## src/hw/rtl/iil_pkg.sv

```systemverilog
// iil_pkg: shared types and constants for the indexed insert list unit
// holds the request/response word structs, action and status codes, and the cell control struct
// no dependencies
`timescale 1ns / 1ps
`default_nettype none

package iil_pkg;

	// default sizes
	localparam int CAPACITY_DEF      = 64;
	localparam int ELEMENT_WIDTH_DEF = 32;

	// fixed field widths of the request and response words
	localparam int ACT_W   = 2;
	localparam int IDX_W   = 6;
	localparam int VAL_W   = 32;
	localparam int STAT_W  = 2;
	localparam int CNT_W   = 7;

	// cells per group in the read-out tree
	localparam int GROUP_SIZE = 8;

	// action codes
	localparam logic [ACT_W-1:0] ACT_READ   = 2'd0;
	localparam logic [ACT_W-1:0] ACT_INSERT = 2'd1;
	localparam logic [ACT_W-1:0] ACT_CLEAR  = 2'd2;

	// status codes
	localparam logic [STAT_W-1:0] ST_OK    = 2'd0;
	localparam logic [STAT_W-1:0] ST_RANGE = 2'd1;
	localparam logic [STAT_W-1:0] ST_FULL  = 2'd2;

	typedef struct packed {
		logic [ACT_W-1:0] action;
		logic [IDX_W-1:0] index;
		logic [VAL_W-1:0] value;
	} req_word_t;

	typedef struct packed {
		logic [VAL_W-1:0]  read_value;
		logic [STAT_W-1:0] status;
		logic [CNT_W-1:0]  count;
	} rsp_word_t;

	// control broadcast to every cell
	typedef struct packed {
		logic             ins_en;
		logic [IDX_W-1:0] index;
	} cell_ctrl_t;

endpackage

`default_nettype wire

```

## src/hw/rtl/indexed_insert_list_unit.sv

```systemverilog
// indexed_insert_list_unit: fixed-capacity ordered list built as a row of element cells
// depends on iil_pkg and iil_cell
// a word's response is registered in stage 1, then in the response register
// one word per cycle when not stalled; an insert shifts all later cells on accept
// read-out goes through a registered group-OR stage, then a group select into the response
// reset clears the length and the pipeline valids; cell contents are left as they are
`timescale 1ns / 1ps
`default_nettype none

module indexed_insert_list_unit #(
	parameter int CAPACITY      = iil_pkg::CAPACITY_DEF,
	parameter int ELEMENT_WIDTH = iil_pkg::ELEMENT_WIDTH_DEF
) (
	input  wire logic               clk,
	input  wire logic               arst_n,
	input  wire logic               req_valid,
	output logic                    req_stall,
	input  wire iil_pkg::req_word_t req,
	output logic                    rsp_valid,
	input  wire logic               rsp_stall,
	output iil_pkg::rsp_word_t      rsp
);
	import iil_pkg::*;

	localparam int LEN_W  = $clog2(CAPACITY + 1);
	localparam int CMP_W  = (LEN_W > IDX_W) ? LEN_W : IDX_W;
	localparam int NGRP_A = (CAPACITY + GROUP_SIZE - 1) / GROUP_SIZE;
	localparam int NGRP_I = (1 << IDX_W) / GROUP_SIZE;
	localparam int NGRP   = (NGRP_A < NGRP_I) ? NGRP_A : NGRP_I;
	localparam int GRP_W  = IDX_W - $clog2(GROUP_SIZE);
	localparam logic [LEN_W-1:0] CAP_L = LEN_W'(CAPACITY);

	logic [LEN_W-1:0]         len_q;
	logic [LEN_W-1:0]         len_nxt;
	logic                     accept;
	logic                     s1_adv;
	logic [CMP_W-1:0]         idx_ext;
	logic [CMP_W-1:0]         len_ext;
	logic                     ins_ok;
	logic                     rd_ok;
	logic [STAT_W-1:0]        status_nxt;
	cell_ctrl_t               ctrl;
	logic [ELEMENT_WIDTH-1:0] ins_value;

	logic [ELEMENT_WIDTH-1:0] cell_data [CAPACITY];
	logic [ELEMENT_WIDTH-1:0] cell_rd   [CAPACITY];
	logic [ELEMENT_WIDTH-1:0] grp_or    [NGRP];

	logic                     s1_valid_q;
	logic [STAT_W-1:0]        status_s1;
	logic [LEN_W-1:0]         count_s1;
	logic                     rd_ok_s1;
	logic [GRP_W-1:0]         grp_s1;
	logic [ELEMENT_WIDTH-1:0] grp_or_s1 [NGRP];
	logic [ELEMENT_WIDTH-1:0] rd_sel;

	logic                     rsp_valid_q;
	rsp_word_t                rsp_q;

	// handshake: stage 1 moves on whenever the response register is empty or being taken
	assign s1_adv    = !rsp_valid_q || !rsp_stall;
	assign req_stall = s1_valid_q && !s1_adv;
	assign accept    = req_valid && !req_stall;

	// range and capacity checks
	assign idx_ext = CMP_W'(req.index);
	assign len_ext = CMP_W'(len_q);
	assign rd_ok   = (req.action == ACT_READ) && (idx_ext < len_ext);
	assign ins_ok  = (req.action == ACT_INSERT) && (idx_ext <= len_ext) && (len_q < CAP_L);

	always_comb begin
		status_nxt = ST_OK;
		len_nxt    = len_q;
		case (req.action)
			ACT_READ: begin
				if (!rd_ok) status_nxt = ST_RANGE;
			end
			ACT_INSERT: begin
				if (idx_ext > len_ext) begin
					status_nxt = ST_RANGE;
				end else if (len_q >= CAP_L) begin
					status_nxt = ST_FULL;
				end else begin
					len_nxt = len_q + 1'b1;
				end
			end
			ACT_CLEAR: begin
				len_nxt = '0;
			end
			default: begin
			end
		endcase
	end

	// list length
	always_ff @(posedge clk or negedge arst_n) begin
		if (!arst_n) begin
			len_q <= '0;
		end else if (accept) begin
			len_q <= len_nxt;
		end
	end

	// cell row
	assign ctrl.ins_en = accept && ins_ok;
	assign ctrl.index  = req.index;
	assign ins_value   = ELEMENT_WIDTH'(req.value);

	for (genvar c = 0; c < CAPACITY; c++) begin : g_cell
		logic [ELEMENT_WIDTH-1:0] left;
		if (c == 0) begin : g_first
			assign left = '0;
		end else begin : g_rest
			assign left = cell_data[c-1];
		end
		iil_cell #(
			.POS           (c),
			.ELEMENT_WIDTH (ELEMENT_WIDTH)
		) u_cell (
			.clk       (clk),
			.ctrl      (ctrl),
			.ins_value (ins_value),
			.left_data (left),
			.data      (cell_data[c]),
			.rd_data   (cell_rd[c])
		);
	end

	// group-wise OR of the cell read-outs
	always_comb begin
		for (int g = 0; g < NGRP; g++) begin
			grp_or[g] = '0;
			for (int k = 0; k < GROUP_SIZE; k++) begin
				if (g * GROUP_SIZE + k < CAPACITY) begin
					grp_or[g] = grp_or[g] | cell_rd[g * GROUP_SIZE + k];
				end
			end
		end
	end

	// stage 1 valid
	always_ff @(posedge clk or negedge arst_n) begin
		if (!arst_n) begin
			s1_valid_q <= 1'b0;
		end else if (accept) begin
			s1_valid_q <= 1'b1;
		end else if (s1_adv) begin
			s1_valid_q <= 1'b0;
		end
	end

	// stage 1 payload
	always_ff @(posedge clk) begin
		if (accept) begin
			status_s1 <= status_nxt;
			count_s1  <= len_nxt;
			rd_ok_s1  <= rd_ok;
			grp_s1    <= req.index[IDX_W-1:IDX_W-GRP_W];
			for (int g = 0; g < NGRP; g++) begin
				grp_or_s1[g] <= grp_or[g];
			end
		end
	end

	// group select
	always_comb begin
		rd_sel = '0;
		for (int g = 0; g < NGRP; g++) begin
			if (grp_s1 == GRP_W'(g)) rd_sel = rd_sel | grp_or_s1[g];
		end
	end

	// response register
	always_ff @(posedge clk or negedge arst_n) begin
		if (!arst_n) begin
			rsp_valid_q <= 1'b0;
		end else if (s1_adv) begin
			rsp_valid_q <= s1_valid_q;
		end
	end

	always_ff @(posedge clk) begin
		if (s1_adv && s1_valid_q) begin
			rsp_q.read_value <= rd_ok_s1 ? VAL_W'(rd_sel) : '0;
			rsp_q.status     <= status_s1;
			rsp_q.count      <= CNT_W'(count_s1);
		end
	end

	assign rsp_valid = rsp_valid_q;
	assign rsp       = rsp_q;

	// checks
	a_len_bound: assert property (@(posedge clk) disable iff (!arst_n)
		len_q <= CAP_L)
		else $error("list length beyond capacity");

	a_ins_grow: assert property (@(posedge clk) disable iff (!arst_n)
		accept && ins_ok |=> len_q == $past(len_q) + 1'b1)
		else $error("accepted insert did not grow the list");

	a_clear: assert property (@(posedge clk) disable iff (!arst_n)
		accept && req.action == ACT_CLEAR |=> len_q == '0)
		else $error("clear left a nonzero length");

	a_s1_moves: assert property (@(posedge clk) disable iff (!arst_n)
		s1_valid_q && s1_adv |=> rsp_valid_q)
		else $error("stage 1 word lost on the way to the response");

	a_err_zero: assert property (@(posedge clk) disable iff (!arst_n)
		rsp_valid_q && rsp_q.status != ST_OK |-> rsp_q.read_value == '0)
		else $error("error response carries read data");

endmodule

`default_nettype wire

```

## src/hw/rtl/iil_cell.sv

```systemverilog
// iil_cell: one list position; holds one element and takes its left neighbor on insert
// depends on iil_pkg for the cell control struct
`timescale 1ns / 1ps
`default_nettype none

module iil_cell #(
	parameter int POS           = 0,
	parameter int ELEMENT_WIDTH = iil_pkg::ELEMENT_WIDTH_DEF
) (
	input  wire logic                     clk,
	input  wire iil_pkg::cell_ctrl_t      ctrl,
	input  wire logic [ELEMENT_WIDTH-1:0] ins_value,
	input  wire logic [ELEMENT_WIDTH-1:0] left_data,
	output logic      [ELEMENT_WIDTH-1:0] data,
	output logic      [ELEMENT_WIDTH-1:0] rd_data
);
	import iil_pkg::*;

	// position clamped to 64 so it compares against the 6-bit index; beyond that it is always after
	localparam logic [IDX_W:0] POS_C = (POS > 64) ? 7'd64 : (IDX_W + 1)'(POS);

	logic [ELEMENT_WIDTH-1:0] data_q;
	logic                     hit;
	logic                     after;

	assign hit   = (POS_C == {1'b0, ctrl.index});
	assign after = (POS_C > {1'b0, ctrl.index});

	// insert: shift up above the index, load the new word at the index
	always_ff @(posedge clk) begin
		if (ctrl.ins_en) begin
			if (after) begin
				data_q <= left_data;
			end else if (hit) begin
				data_q <= ins_value;
			end
		end
	end

	assign data    = data_q;
	assign rd_data = hit ? data_q : '0;

endmodule

`default_nettype wire
```

## config.mk

```make
export PLATFORM = sky130hd
export DESIGN_NAME = indexed_insert_list_unit
export DESIGN_NICKNAME = d
export VERILOG_FILES = /design/src/hw/rtl/iil_pkg.sv /design/src/hw/rtl/indexed_insert_list_unit.sv /design/src/hw/rtl/iil_cell.sv
export SDC_FILE = /design/constraint.sdc
export NUM_CORES = 2
export LEC_CHECK = 0
export BUFFER_PORTS_ARGS = -buffer_cell sky130_fd_sc_hd__buf_2
export CORE_MARGIN = 10
export CORE_UTILIZATION = 50
export CTS_CLUSTER_DIAMETER = 30
export DETAILED_ROUTE_END_ITERATION = 10
export HOLD_SLACK_MARGIN = 0.02
export MAX_ROUTING_LAYER = met4
export PLACE_DENSITY = 0.61
export SYNTH_ARGS = -nofsm -noshare
export SYNTH_HDL_FRONTEND = slang
export SYNTH_HIERARCHICAL = 1
export SYNTH_SLANG_ARGS = --single-unit
```

## constraint.sdc

```tcl
create_clock -name clk -period 12.4 [get_ports clk]
set_clock_uncertainty 0.05 [all_clocks]
set_input_delay 0.62 -clock clk [delete_from_list [all_inputs] [get_ports clk]]
set_output_delay 0.62 -clock clk [all_outputs]
set_load 0.1 [all_outputs]
```

# Yosys cells after proc, flatten, opt, wreduce, memory -nomap -nowiden

Memories as Yosys holds them, arrays and structs flattened.
Index checks and enable logic that the tools add are counted.

Register bits after elaboration: 2,111
Word-level logic and storage cells: 631
Output and inout port bits: 43
Input bits: 44
Memory bits (writable): 256
Memories kept: 1

Memories:

| name      | depth | bits a word | rd ports | clocked after Yosys merged registers in | wr ports | line                           | RTL |
|---|---|---|---|---|---|---|---|
| grp_or_s1 | 8     | 32          | 8        | 0                                       | 8        | indexed_insert_list_unit.sv:54 | `logic [ELEMENT_WIDTH-1:0] grp_or_s1 [NGRP];` |

Add/sub/neg operators: 1
Magnitude comparators: 68
Equal/unequal tests: 72
Multiplexer cells: 209
Bitwise gates (word level): 63
Reductions and logical operators: 143

Operator list:

| kind                  | count |
|---|---|
| $mux W32              | 198 |
| $or A32 B32 Y32       | 63 |
| $eq A6 B6 Y1 const A  | 32 |
| $gt A6 B6 Y1 const A  | 32 |
| $reduce_and A2 Y1     | 64 |
| $reduce_bool A2 Y1    | 64 |
| $eq A5 B6 Y1 const A  | 16 |
| $gt A5 B6 Y1 const A  | 16 |
| $eq A4 B6 Y1 const A  | 8 |
| $gt A4 B6 Y1 const A  | 8 |
| $eq A3 B6 Y1 const A  | 4 |
| $gt A3 B6 Y1 const A  | 4 |
| $mux W7               | 2 |
| $pmux W7 S2           | 1 |
| $eq A2 B6 Y1 const A  | 2 |
| $eq A3 B3 Y1 const B  | 4 |
| $gt A2 B6 Y1 const A  | 2 |
| $add A7 B1 Y7 const B | 1 |
| $ge A7 B7 Y1 const B  | 1 |
| $gt A6 B7 Y1          | 1 |
| $le A6 B7 Y1          | 1 |
| $logic_and A1 B1 Y1   | 7 |
| $lt A6 B7 Y1          | 1 |
| $lt A7 B7 Y1 const B  | 1 |
| 14 further kinds      | 23 |

# Logic depth before layout (Yosys ltp)

Depth after elaboration: 16
Depth in mapped cells: 8
Depth with buffers taken out: 8

# Least setup slack after synthesis

OpenSTA, ideal clock, no wires.

Path kind: reg2reg
Start: register rsp_valid_q (netlist: rsp_valid)
End: register g_cell[33].u_cell.data_q[0] (enable)
Cell stages (with the launch flop): 6
Slack: 1,492 ps
Arrival time: 10,231 ps
Setup time: 627 ps
Data required time: 11,723 ps
Buffers on the path: 0
Period minus slack after synthesis: 10,908 ps
Cells stage by stage: dfrtp_1 > nand3_1 > nand2_1 > clkinv_1 > and3_1 > a21boi_0

RTL lines:

| item                     | line                            | RTL |
|---|---|---|
| start: declaration       | indexed_insert_list_unit.sv:57  | `logic rsp_valid_q;` |
| start signal: assignment | indexed_insert_list_unit.sv:178 | `rsp_valid_q <= s1_valid_q;` |
| end signal: assignment   | iil_cell.sv:33                  | `data_q <= left_data;` |
| end signal: assignment   | iil_cell.sv:35                  | `data_q <= ins_value;` |
| end: declaration         | iil_cell.sv:22                  | `logic [ELEMENT_WIDTH-1:0] data_q;` |

==> reports/metrics.cfg <==
[worst_setup_path]
reg2regPathDepth = 7
rr_startpoint = rsp_valid
cp_max_fo = 104
critPathKind = reg -> reg
end_kind = flip-flop
crit_arrival_ns = 5.13
cp.required_ns = 13.01
rr_endpoint = g_cell[43].u_cell/data[29]
critPathLaunchType = flip-flop
reg2reg_slack_ns = 7.89

[detailed_routing]
first_iter_violations = 9918
wl_per_cell_um = 31.5
ant_nets = 0
first_pass_iters = 7
route.detailed.drc = 0
route.vias.total = 81077
vias_per_cell = 6.15
wirelength_um = 416000

[synthesis]
synth_fp_nets = 9051
synth_cells = 8997
synth.cell_area_mm2 = 0.128
yosys_warnings = 6
avgSynthCellArea_um2 = 14.2

[pwr]
ir_worst_vdd_mv = 0.154
p_per_area_mw_per_mm2 = 177
p_total_mw = 26.7
cellLeakagePower_nw = 56.5

[cells_and_area]
area_delta_synth_final_pct = 17.8
nets = 9410
final_util_pct = 59.2
drive_gt1_share_pct = 38.5
finalNonFillerCells = 13188

[floorplanning]
core_area_mm2 = 0.254
rows = 185
ios = 87
die_w_um = 525
start_util_pct = 50.2
dieHeight_um = 525
dieArea_mm2 = 0.276

[global_routing]
grt_antenna_before_repair = 16
overflow = 0
grt_use_total_pct = 29.8
grt_max_degree = 144
grt_pass1_vias = 80663
grt_first_pass_wirelength_um = 595000

[timing]
rsz0062_at_grt = no
tightest_slew_ns = 1.51
finalSetupViolations = 0
maxSlewHeadroom_pct = -0.349
period_minus_slack_ns = 4.51
worst_slack_ns = 7.89
finalHoldViolations = 0
period_share_pct = 36.4
report.final.slew_viol_count = 1
fmax_ghz = 0.222
final.setup.tns_ns = 0

[outcome]
failed_checks = max-slew violations
status = finished, violations left

[cts]
clock_path_buffers = 4
clkTransAtPathRegs_ns = 0.05
numCtsBuffers = 565
htreeDepth = 6
cts_tree = built
cts_num_sinks = 2367
cts_root_buffer = clkbuf_16
post_cts_buffers = 0
clk_latency_ns = 1.01

[hold_path]
holdPathStages = 2
min-delay-start = req[15]
hold_path_class = in -> reg
hold_path_end = g_cell[52].u_cell/data[15]

[placed_design]
dp_hpwl_um = 252000
numPortBuffers = 86
dp_cells = 12143
dpl_worst_slack_ns = 7.26
gp_congestion = 0.901

[run]
maxCapViolations = 0

==> flip-flops by register name, indices dropped and copies added (netlist names) <==
signal,cells
count_s1,7
g_cell.u_cell/data,2048
grp_or_s1,256
grp_s1,3
len_ext,7
rd_ok_s1,1
rsp,41
rsp_valid,1
s1_valid_q,1
status_s1,2
==> routing by layer <==
| metal | track usage (%) | wire length (µm) | up-vias |
|---|---|---|---|
| met5 | - | 0 | - |
| met4 | 12.3 | 19200 | 0 |
| met3 | 6.11 | 37800 | 733 |
| met2 | 43.1 | 182000 | 4190 |
| met1 | 41.1 | 177000 | 41537 |
| li1 | - | - | 34617 |
==> stage by stage <==
step | area (µm²) | hold WS [ns]
6_report | 150000 | 0.106
5_1_grt | 150000 | 0.0733
4_1_cts | 150000 | 0.0416
3_5_place_dp | 130000 | 0.355
3_3_place_gp | 130000 | 0.354
2_1_floorplan | 128000 | 0.274
==> report_power, final <==
part / internal (mW) / leakage, nW / switching, mW / total [mW]
Clock: 10.5 / 9.57 / 4.92 / 15.4
Sequential: 9.16 / 21.7 / 0.169 / 9.33
Combinational: 0.685 / 25.3 / 1.20 / 1.89
==> worst max path at each step <==
stage	depth (start not counted)	to	start	slack, ns
4_1_cts	7	g_cell[43].u_cell/data[29]	rsp_valid	7.79
3_3_place_gp	9	g_cell[43].u_cell/data[25]	req[36]	7.32
2_1_floorplan	5	g_cell[33].u_cell/data[0]	rsp_valid	1.49
5_1_grt	7	g_cell[43].u_cell/data[29]	rsp_valid	7.66
3_5_place_dp	9	g_cell[43].u_cell/data[25]	req[36]	7.26
6_report	7	g_cell[43].u_cell/data[29]	rsp_valid	7.89
==> final cells by class <==
| type | instances | area [µm²] |
|---|---|---|
| Inverter | 572 | 2150 |
| Clock inverter | 380 | 5230 |
| Sequential cell | 2367 | 71000 |
| Clock buffer | 648 | 14500 |
| Multi-Input combinational cell | 5514 | 50600 |
| Fill cell | 19711 | 104000 |
| Timing Repair Buffer | 336 | 2520 |
| Antenna cell | 5 | 12.5 |
| Tap cell | 3366 | 4210 |
==> cell usage in the layout, fill, tap and decap left out, types with 98 or more instances in the layout <==
cell and instances:
and2_1 1253, and2_2 98, buf_4 266, bufinv_16 101
clkbuf_16 568, clkinv_2 107, edfxtp_1 2358, inv_1 571
mux2_1 122, mux2_2 1125, mux2_4 706, nand2_1 301
nor3_1 187, nor3_2 353, nor4_1 517
==> worst max-delay path: stages, from the launching register on <==
cell	delay, ns
dfrtp_1	0.42
nand3_1	0.15
nand2_1	0.19
inv_8	0.62
and3_4	0.61
buf_4	0.70
a21boi_2	0.84
buf_4	0.43
==> repair_timing <==
item	4_1_cts	5_1_grt
setup endpoints to repair	0	0
hold buffers	12	0
resized for setup	0	0
hold endpoints to repair	17	0
Power figures use the tool's default switching activity.
